**config.mk**
```make
export PLATFORM = sky130hd
export DESIGN_NAME = gbr_nbr
export DESIGN_NICKNAME = d
export VERILOG_FILES = /design/src/design/gbr_pkg.sv /design/src/design/gbr_nbr.sv
export SDC_FILE = /design/constraint.sdc
export NUM_CORES = 1
export LEC_CHECK = 0
export BUFFER_PORTS_ARGS = -buffer_cell sky130_fd_sc_hd__buf_2
export CAP_MARGIN = 5
export CORE_MARGIN = 2
export CORE_UTILIZATION = 30
export DETAILED_ROUTE_END_ITERATION = 7
export GPL_TIMING_DRIVEN = 1
export PLACE_DENSITY_LB_ADDON = 0.08
export SLEW_MARGIN = 20
export SYNTH_ARGS = -nofsm -noshare
export SYNTH_HDL_FRONTEND = slang
export SYNTH_SLANG_ARGS = --single-unit
```
**constraint.sdc**
```tcl
create_clock -name vclk -period 2.3
set_input_delay 0.115 -clock vclk [all_inputs]
set_output_delay 0.115 -clock vclk [all_outputs]
set_load 0.05 [all_outputs]
```
**src/design/gbr_pkg.sv**
```systemverilog
`default_nettype none
package gbr_pkg;
	localparam int GRID_W = 64;
	localparam int GRID_H = 64;
	localparam int XW = 6;
	localparam int YW = 6;
	localparam int IDXW = XW + YW;
	localparam int CELLS = GRID_W * GRID_H;
	localparam int CNTW = IDXW + 1;

	localparam logic [1:0] STS_LOAD = 2'd0;
	localparam logic [1:0] STS_SEARCHED = 2'd1;
	localparam logic [1:0] STS_BLOCKED = 2'd2;
	localparam logic [1:0] STS_DISABLED = 2'd3;

	localparam logic [2:0] NB_N = 3'd0;
	localparam logic [2:0] NB_NE = 3'd1;
	localparam logic [2:0] NB_E = 3'd2;
	localparam logic [2:0] NB_SE = 3'd3;
	localparam logic [2:0] NB_S = 3'd4;
	localparam logic [2:0] NB_SW = 3'd5;
	localparam logic [2:0] NB_W = 3'd6;
	localparam logic [2:0] NB_NW = 3'd7;

	localparam logic [IDXW-1:0] ROW_STEP = IDXW'(GRID_W);
	localparam logic [XW-1:0] X_LAST = XW'(GRID_W - 1);
	localparam logic [YW-1:0] Y_LAST = YW'(GRID_H - 1);

	typedef struct packed {
		logic [1:0] n;
		logic [1:0] e;
		logic [1:0] s;
		logic [1:0] w;
	} nbr_flags_t;
endpackage
`default_nettype wire

```
**src/design/gbr_nbr.sv**
```systemverilog
`default_nettype none
module gbr_nbr
	import gbr_pkg::*;
(
	input  wire logic [IDXW-1:0] cur,
	input  wire logic [2:0]      sel,
	input  wire nbr_flags_t      flags,
	output logic [IDXW-1:0]      nb_idx,
	output logic                 ok
);
	logic [XW-1:0] x;
	logic [YW-1:0] y;
	logic has_n, has_s, has_e, has_w;

	function automatic logic corner(input logic [1:0] v, input logic [1:0] h);
		corner = (!v[1] && !h[0]) || (!v[0] && !h[1]);
	endfunction

	assign x = cur[XW-1:0];
	assign y = cur[IDXW-1:XW];
	assign has_n = (y != '0);
	assign has_s = (y != Y_LAST);
	assign has_w = (x != '0);
	assign has_e = (x != X_LAST);

	always_comb begin
		unique case (sel)
			NB_N: begin
				nb_idx = cur - ROW_STEP;
				ok = has_n && !flags.n[0];
			end
			NB_NE: begin
				nb_idx = cur - ROW_STEP + IDXW'(1);
				ok = has_n && has_e && corner(flags.n, flags.e);
			end
			NB_E: begin
				nb_idx = cur + IDXW'(1);
				ok = has_e && !flags.e[1];
			end
			NB_SE: begin
				nb_idx = cur + ROW_STEP + IDXW'(1);
				ok = has_s && has_e && corner(flags.s, flags.e);
			end
			NB_S: begin
				nb_idx = cur + ROW_STEP;
				ok = has_s && !flags.s[0];
			end
			NB_SW: begin
				nb_idx = cur + ROW_STEP - IDXW'(1);
				ok = has_s && has_w && corner(flags.s, flags.w);
			end
			NB_W: begin
				nb_idx = cur - IDXW'(1);
				ok = has_w && !flags.w[1];
			end
			NB_NW: begin
				nb_idx = cur - ROW_STEP - IDXW'(1);
				ok = has_n && has_w && corner(flags.n, flags.w);
			end
			default: begin
				nb_idx = cur;
				ok = 1'b0;
			end
		endcase
	end
endmodule
`default_nettype wire

```
Word-level counts from Yosys, hierarchy flattened:

Index checks and enable logic that the tools add are counted.

* reductions and logical operators: 35
* eq/ne operators: 9
* $add $sub $neg: 8
* mux-type cells: 2

Operators by type and width (count)
* 12-bit case mux with 8 select lines: 1
* 12-bit by 1-bit adder with 12-bit output, second input constant: 3
* 12-bit by 1-bit subtractor with 12-bit output, second input constant: 3
* 1-bit logical AND: 20
* 12-bit by 7-bit adder with 12-bit output, second input constant: 1
* 3-bit == test, second input constant: 4
* 6-bit != test, second input constant: 2
* 6-bit nonzero test: 2
* 12-bit by 7-bit subtractor with 12-bit output, second input constant: 1
* 1-bit zero test: 8
* 1-bit case mux with 8 select lines: 1
* 3-bit by 2-bit == test with 1-bit output, second input constant: 2
* 1-bit logical OR: 4
* 3-bit by 1-bit == test with 1-bit output, second input constant: 1
* 3-bit zero test: 1

* register bits after elaboration: 0
* input bits: 23
* output and inout port bits: 13
* logic and storage cells: 54

Longest topological paths before layout:

Gate-level depths: netlist of the first run.

* depth after elaboration: 5
* gate-level depth with buffers: 13
* mapped depth without buffers: 10

Worst setup path before layout of the first run:

OpenSTA, ideal clock, no wires.

* path kind: input port to output port
* from: in sel[1]
* to: out nb_idx[2]
* buffers on the path: 3
* stages: 12
* setup slack: -765 ps
* required time: 2185 ps
* arrival time: 2950 ps
* cell sequence: buf_2 nand3b_1 inv_1 buf_2 xnor2_1 ha_1 clkbuf_1 nor2_1 o21ai_0 a21oi_1 o31a_1 o21ai_0

* cells in the longest elaborated chain, start to end: 2
* elaborated cells between the ends (all ways): 9

RTL lines
* start: declaration: RTL line gbr_nbr.sv:6 `input wire logic [2:0] sel,`
* 3-bit == test (tied with other cells): RTL line gbr_nbr.sv:27 `unique case (sel)`
* 12-bit case mux with 8 select lines *: RTL line gbr_nbr.sv:27
* end: declaration: RTL line gbr_nbr.sv:8 `output logic [IDXW-1:0] nb_idx,`

Every way passes the cells marked *; elsewhere a longest branch is shown, timed or not.

Worst setup path after layout of the first run:

* from: in cur[6]
* to: out nb_idx[11]

* cells in the longest elaborated chain, start to end: 3
* elaborated cells between the ends (all ways): 9

RTL lines
* start: declaration: RTL line gbr_nbr.sv:5 `input wire logic [IDXW-1:0] cur,`
* 12-bit by 7-bit subtractor with 12-bit output / 12-bit by 7-bit adder with 12-bit output (equally long branches)
* 12-bit by 1-bit subtractor with 12-bit output (tied with other cells): RTL line gbr_nbr.sv:57 `nb_idx = cur - ROW_STEP - IDXW'(1);`
* 12-bit case mux with 8 select lines *: RTL line gbr_nbr.sv:27

Marked as above.

==> results of run 1 <==
## layout make-up
type / count / area share (%)
multi-input cells: 298 / 65.6
repair buffers: 149 / 29.4
well taps: 99 / 3.28
inverters: 16 / 1.72
## worst max-delay path, cell delays in order
cell and delay (ps):
sky130_fd_sc_hd__buf_8 100, sky130_fd_sc_hd__buf_8 130, sky130_fd_sc_hd__nor3_4 170, sky130_fd_sc_hd__xor2_1 240
sky130_fd_sc_hd__ha_1 320, sky130_fd_sc_hd__and3_4 210, sky130_fd_sc_hd__o2111a_1 110, sky130_fd_sc_hd__a211o_1 260
sky130_fd_sc_hd__a211o_1 230, sky130_fd_sc_hd__and2_4 160, sky130_fd_sc_hd__o221ai_4 50, sky130_fd_sc_hd__buf_6 180
## worst min path at each step
| stage | from | slack [ps] | to |
|---|---|---|---|
| 2_1_floorplan | flags[6] | 550 | ok |
| 3_3_place_gp | flags[6] | 710 | ok |
| 3_5_place_dp | flags[6] | 710 | ok |
| 4_1_cts | flags[6] | 710 | ok |
| 5_1_grt | flags[6] | 770 | ok |
| 6_report | flags[6] | 710 | ok |
## cells by family (layout without fill, tap and decap cells)
kind of cell | Yosys count | in the layout | share of synthesized area, %
compound gates | 112 | 112 | 35.8
xor+xnor | 27 | 27 | 10.7
simple gates | 135 | 135 | 32.2
fa+ha+maj | 14 | 14 | 7.90
mux | 10 | 10 | 4.57
buf+inv | 46 | 165 | 8.86
## per-stage QoR
step | hold slack (ps) | util [%] | instance area [um2] | worst slack [ps]
2_1_floorplan | 555 | - | 2320 | -362
3_3_place_gp | 709 | 44.6 | 3220 | -297
3_5_place_dp | 712 | 44.6 | 3220 | -320
4_1_cts | 713 | 46.6 | 3360 | -42.4
5_1_grt | 771 | 52.4 | 3780 | -228
6_report | 709 | 52.4 | 3780 | -104
## cells in the final DEF, fill, tap and decap left out, types with 4 or more instances in the layout
master,instances
sky130_fd_sc_hd__buf_4,112
sky130_fd_sc_hd__nand2_1,29
sky130_fd_sc_hd__nor2_1,28
sky130_fd_sc_hd__buf_2,27
sky130_fd_sc_hd__a21oi_1,22
sky130_fd_sc_hd__nand3_1,16
sky130_fd_sc_hd__xnor2_1,15
sky130_fd_sc_hd__o21ai_0,11
sky130_fd_sc_hd__inv_1,10
sky130_fd_sc_hd__mux2i_1,9
sky130_fd_sc_hd__ha_4,9
sky130_fd_sc_hd__nor3_1,7
sky130_fd_sc_hd__nor4_1,6
sky130_fd_sc_hd__o22ai_1,6
sky130_fd_sc_hd__xor2_1,5
sky130_fd_sc_hd__o32ai_1,5
sky130_fd_sc_hd__buf_6,5
sky130_fd_sc_hd__inv_2,4
sky130_fd_sc_hd__xnor2_2,4
sky130_fd_sc_hd__a31oi_1,4
sky130_fd_sc_hd__and3_1,4
sky130_fd_sc_hd__o31ai_2,4
sky130_fd_sc_hd__ha_1,4
## report_power, final
group / internal (W) / total [W] / switching (W)
Clock: 0 / 0 / 0
Sequential: 0 / 0 / 0
Combinational: 0.000415 / 0.000937 / 0.000522
Total: 0.000415 / 0.000937 / 0.000522
## per-layer routing
metal  wire length [um]  share of wire (%)  track usage (%)  vias to the layer above
met1               4780                 47             35.8                     1534
li1                   -                  -                -                     1558
met2               4750                 47             38.4                      114
met4                 93               0.91             2.05                        0
met5                  0                  0                0                        -
met3                583                5.7             1.09                        7
## what timing repair did
action                     CTS  global route
gates resized for setup     25            64
pin swaps                    9            16
setup buffers                2            12
setup endpoints to repair    7             7
==> flow_results.org, run 1 <==
** Timing
- Setup repair after global routing could not meet its margin everywhere.
- Final Critical Period :: 2400 ps
- The final-report max-slew violation count came to 0.
- For the pin with the worst max-slew slack, the measured transition is 572 ps.
- Final setup violating endpoints :: 2
- Final-report hold violation count :: 0
- Smallest setup slack after layout :: -104 ps
- Sum of negative setup slack :: -187 ps
- The final critical path takes up 105% of the cycle.
- The worst pin sits at a relative slew slack of 61.6%.
- Static timing analysis puts the maximum clock frequency at 416 MHz.

** Yosys
- Area share of the largest cell type after synthesis :: 7.90%
- Net count of the mapped netlist :: 381
- Syn Inst Count :: 344
- Summing every instance area after synthesis gives 2220 um2.
- Counting distinct cell types in the post-synthesis netlist gives 70.
- Sequential elements use 0% of the synthesized area.
- Syn avg cell area :: 6.45 um2
- Main area contributors after synthesis :: sky130_fd_sc_hd__ha_1, sky130_fd_sc_hd__xnor2_1, sky130_fd_sc_hd__a21oi_1
- Yosys top cell by area :: sky130_fd_sc_hd__ha_1
- Yosys printed 0 warnings.
- The most common cell in the synthesized netlist is sky130_fd_sc_hd__nand2_1.
- Most used standard cells in the synthesized netlist :: sky130_fd_sc_hd__nand2_1, sky130_fd_sc_hd__nor2_1, sky130_fd_sc_hd__a21oi_1

** Global routing
- Entering global routing, the biggest net connects 20 pins.
- Initial antenna violation count :: 0
- The via count of the first global-routing pass is 2940.
- Global-route total usage across every layer :: 23.6%
- The total overflow left after global routing is 0.
- The first global-routing pass estimated 15800 um of wire.

** Clock tree
- Cts hold-fix bufs :: 0

** Die
- IO Pins :: 36
- The core region is 7210 um2.
- From left edge to right edge, the die measures 90.0 um.
- The initial utilization of the core area, before any placement, comes to 30.7%.
- Number of placement rows :: 31
- Height of the chip :: 90.0 um
- Die Footprint :: 8090 um2

** Routing
- After detailed routing, the average wire length per cell comes to 18.2 um.
- After detailed routing, the number of remaining DRC violations is 0.
- The first routing iteration left 290 violations.
- Via total after detailed routing :: 3213
- Vias per inst :: 5.72
- The first TritonRoute pass finished after 5 iterations.
- Number of nets still failing antenna checks after routing :: 0
- Total length of routed wires :: 10200 um

** Setup path
- Required time reported for the critical path endpoint :: 2180 ps
- Worst setup endpoint :: nb_idx[11]
- Along the worst path, the maximum fanout reaches 7.
- Worst endpoint data arrival time :: 2290 ps
- The most critical setup path has its startpoint at cur[6].
- Endpoint type of the worst setup path :: output pin
- Critical path class :: input pin to output pin
- STA classifies the critical path startpoint as an input pin.

** Finish
- 0 antenna diodes ended up in the layout.
- NumNets Final :: 502
- Flip-flop and latch count :: 0
- Filler cell count in the final layout :: 731
- Clock buffers in the final layout number 0.
- In the final layout, the multi-input gates occupy 2480 um2.
- Layout overhead on the synthesized area :: 70.4%
- Fraction of layout instances using a drive strength above 1 :: 48.2%
- Storage element area :: 0 um2
- Leaving out filler cells and counting taps, the final layout contains 562.

** Status
- Status :: finished with violations
- Violations in the final reports :: negative setup slack

** Power and ir drop
- Leakage :: 1.59 nW
- Cell area power density :: 248 nW/um2
- IR analysis of the VDD net gives a maximum drop of 128 uV.
- Total power for the finished layout comes to 0.000937 W.

** Placed design
- Summed over all nets, the half-perimeter wirelength after detailed placement is 7840 um.
- In this run the tool buffered the top-level ports with 36 buffer cells.
- Including well taps, the total number of placed cells is 548.
- At the end of routability-driven placement, the weighted congestion stood at 0.915.

** Hold path
- Number of cells on the worst hold path :: 4
- Worst hold-check path type :: input pin to output pin

** Flow run
- Number of violations of the max-capacitance limit :: 0
No activity file was read; power rests on OpenSTA's default activity.
==> run 2, diff against run 1 <==
--- a/config.mk
+++ b/config.mk
@@ -8,10 +8,11 @@
 export BUFFER_PORTS_ARGS = -buffer_cell sky130_fd_sc_hd__buf_2
 export CAP_MARGIN = 5
 export CORE_MARGIN = 2
-export CORE_UTILIZATION = 30
+export CORE_UTILIZATION = 40
 export DETAILED_ROUTE_END_ITERATION = 7
 export GPL_TIMING_DRIVEN = 1
 export PLACE_DENSITY_LB_ADDON = 0.08
+export REMOVE_ABC_BUFFERS = 1
 export SLEW_MARGIN = 20
 export SYNTH_ARGS = -nofsm -noshare
 export SYNTH_HDL_FRONTEND = slang
==> flow_results.org, run 2 (synthesized netlist as in run 1, its figures left out) <==
** Finish
- Fraction of layout instances using a drive strength above 1 :: 47.1%
- The layout has 0 clock buffers.
- Storage element area :: 0 um2
- The library cell used most frequently in the layout, excluding fill and tap cells, is sky130_fd_sc_hd__buf_4.
- Filler cell count in the final layout :: 480
- There are 0 flip-flops and latches.
- Commonest cells after routing, fill and taps aside :: sky130_fd_sc_hd__buf_4, sky130_fd_sc_hd__nand2_1, sky130_fd_sc_hd__nor2_1, sky130_fd_sc_hd__buf_2, sky130_fd_sc_hd__a21oi_1
- Cells fill 66.3% of the core in the end.
- Antenna Diode Count :: 0
- Compared with the post-synthesis result, the final layout area differs by 62.6%.
- Layout Cell Area excl Fill :: 3610 um2
- NumNets Final :: 495

** Global routing
- The via count of the first global-routing pass was 3044.
- The first global-routing pass estimated 15400 um of wire.
- Entering global routing, the biggest net connects 26 pins.
- Global routing consumed, over all layers together, 31.1% of the routing resources.
- Summed over all layers, the global routing overflow is 0.
- The number of antenna violations at the first check in global routing was 0.

** Die
- After floorplanning, the core was divided into 27 placement rows.
- Die Footprint :: 6150 um2
- The die is 78.5 um wide.
- The initial utilization of the core area, before any placement, comes to 40.8%.
- IO Pins :: 36
- The core region is 5440 um2.
- Height of the chip :: 78.5 um

** Timing
- Final-report hold violation count :: 0
- Hold timing on the final database bottoms out at a slack of 744 ps.
- Max transition margin :: 70.5%
- After layout, the worst path uses 102% of the clock period.
- Subtracting the final worst setup slack from the clock period gives 2340 ps.
- Setup repair after global routing could not meet its margin everywhere.
- Setup violations remaining at the end of the flow were counted as 2.
- Based on the critical path, the design can be clocked at up to 427 MHz.
- After layout, the worst setup slack is -43.5 ps.
- Final Max Slew Viols :: 0
- Sum of negative setup slack :: -62.3 ps
- For the pin with the worst max-slew slack, the measured transition is 439 ps.

** Routing
- Number of nets still failing antenna checks after routing :: 0
- Via total after detailed routing :: 3243
- For this run, the detailed router's first-pass iteration total came to 5.
- Number of DRC markers in iteration 0 :: 237
- For this run, design rule violations remaining after detail routing come to 0.
- Total length of routed wires :: 9990 um
- In the routed layout, each cell is associated on average with a via count of 6.14.
- Detail-routed net length per standard cell :: 18.9 um

** Status
- The final reports fail on negative setup slack.
- The run finished, with violations left.

** Power and ir drop
- Dividing total power by cell area gives a power density of 246 nW/um2.
- Worst voltage drop across the vdd grid :: 155 uV
- Summed over all cells, the static leakage comes to 1.53 nW.

** Flow run
- Number of violations of the max-capacitance limit :: 0

** Placed design
- At the placement stage, the worst setup path has a slack of -319 ps.
- The wire-length estimate of the detail-placed layout is 7710 um.
- Routability-driven placement finished with a final weighted congestion of 1.09.
- Post-DP Area :: 3150 um2
- Port buffering added 36 buffers.

** Setup path
- Worst Path Max Fanout :: 4
- The worst setup path is captured at an output pin.
- The signal on the critical path passes through buf_8 > buf_6 > nor3_4 > xor2_2 > ha_4 > and3_4 > o2111a_1 > a211o_1 > a211o_1 > and2_4 > o221ai_4 > buf_6.
- Critical path class :: input pin to output pin
- At the worst endpoint, the arrival time is 2230 ps.
- STA puts the critical path data required time at 2180 ps.
- STA classifies the critical path startpoint as an input pin.
- The slowest stage of the critical path is the sky130_fd_sc_hd__a211o_1 cell.
- Largest stage delay, worst path :: 270 ps

** Hold path
- The path class of the tightest hold or removal check is input pin to output pin.
-- run 2: cell type report --
class,count,area (um2),share of cell area (%)
inverter,16,66.3,1.84
timing repair buffer,142,1050,29.2
tap,72,90.1,2.50
multi-input combinational,298,2400,66.4
-- run 2: where the power goes --
group / switching, W / leakage, nW / internal (W)
logic: 0.000503 / 1.53 / 0.000383
registers: 0 / 0 / 0
clock network: 0 / 0 / 0
-- run 2: path summary, 6_finish.rpt --
check | startpoint | end | slack (ps) | cells after the start
max | cur[6] | nb_idx[11] | -40 | 12
min | flags[6] | ok | 740 | 4
-- run 2: through the flow --
stage / cells / power (W)
after floorplan: 314 / 0.000411
after global placement: 527 / 0.000750
after detailed placement: 527 / 0.000752
after CTS: 527 / 0.000798
after global routing: 528 / 0.000944
final: 528 / 0.000886
-- run 2: repair_timing --
action	in CTS	in global routing
setup buffers	0	1
hold buffers	0	0
pin swaps	7	13
gates resized for setup	38	60
setup endpoints to repair	7	9
hold endpoints to repair	0	0
-- run 2: routing by layer --
| metal | vias up | routed length [um] | global-route usage [%] |
|---|---|---|---|
| met3 | 27 | 682 | 2.07 |
| met5 | - | 0 | 0 |
| li1 | 1540 | - | - |
| met1 | 1514 | 4240 | 39.6 |
| met4 | 0 | 357 | 11.2 |
| met2 | 162 | 4710 | 55.0 |
-- run 2: critical path: cells and delay by family --
kind / cells / cell delay (ps)
AO/OA/AOI/OAI: 4 / 680
XOR/XNOR: 1 / 220
buffers and inverters: 3 / 400
AND/OR/NAND/NOR: 3 / 550
adder cells (fa/ha/maj): 1 / 250
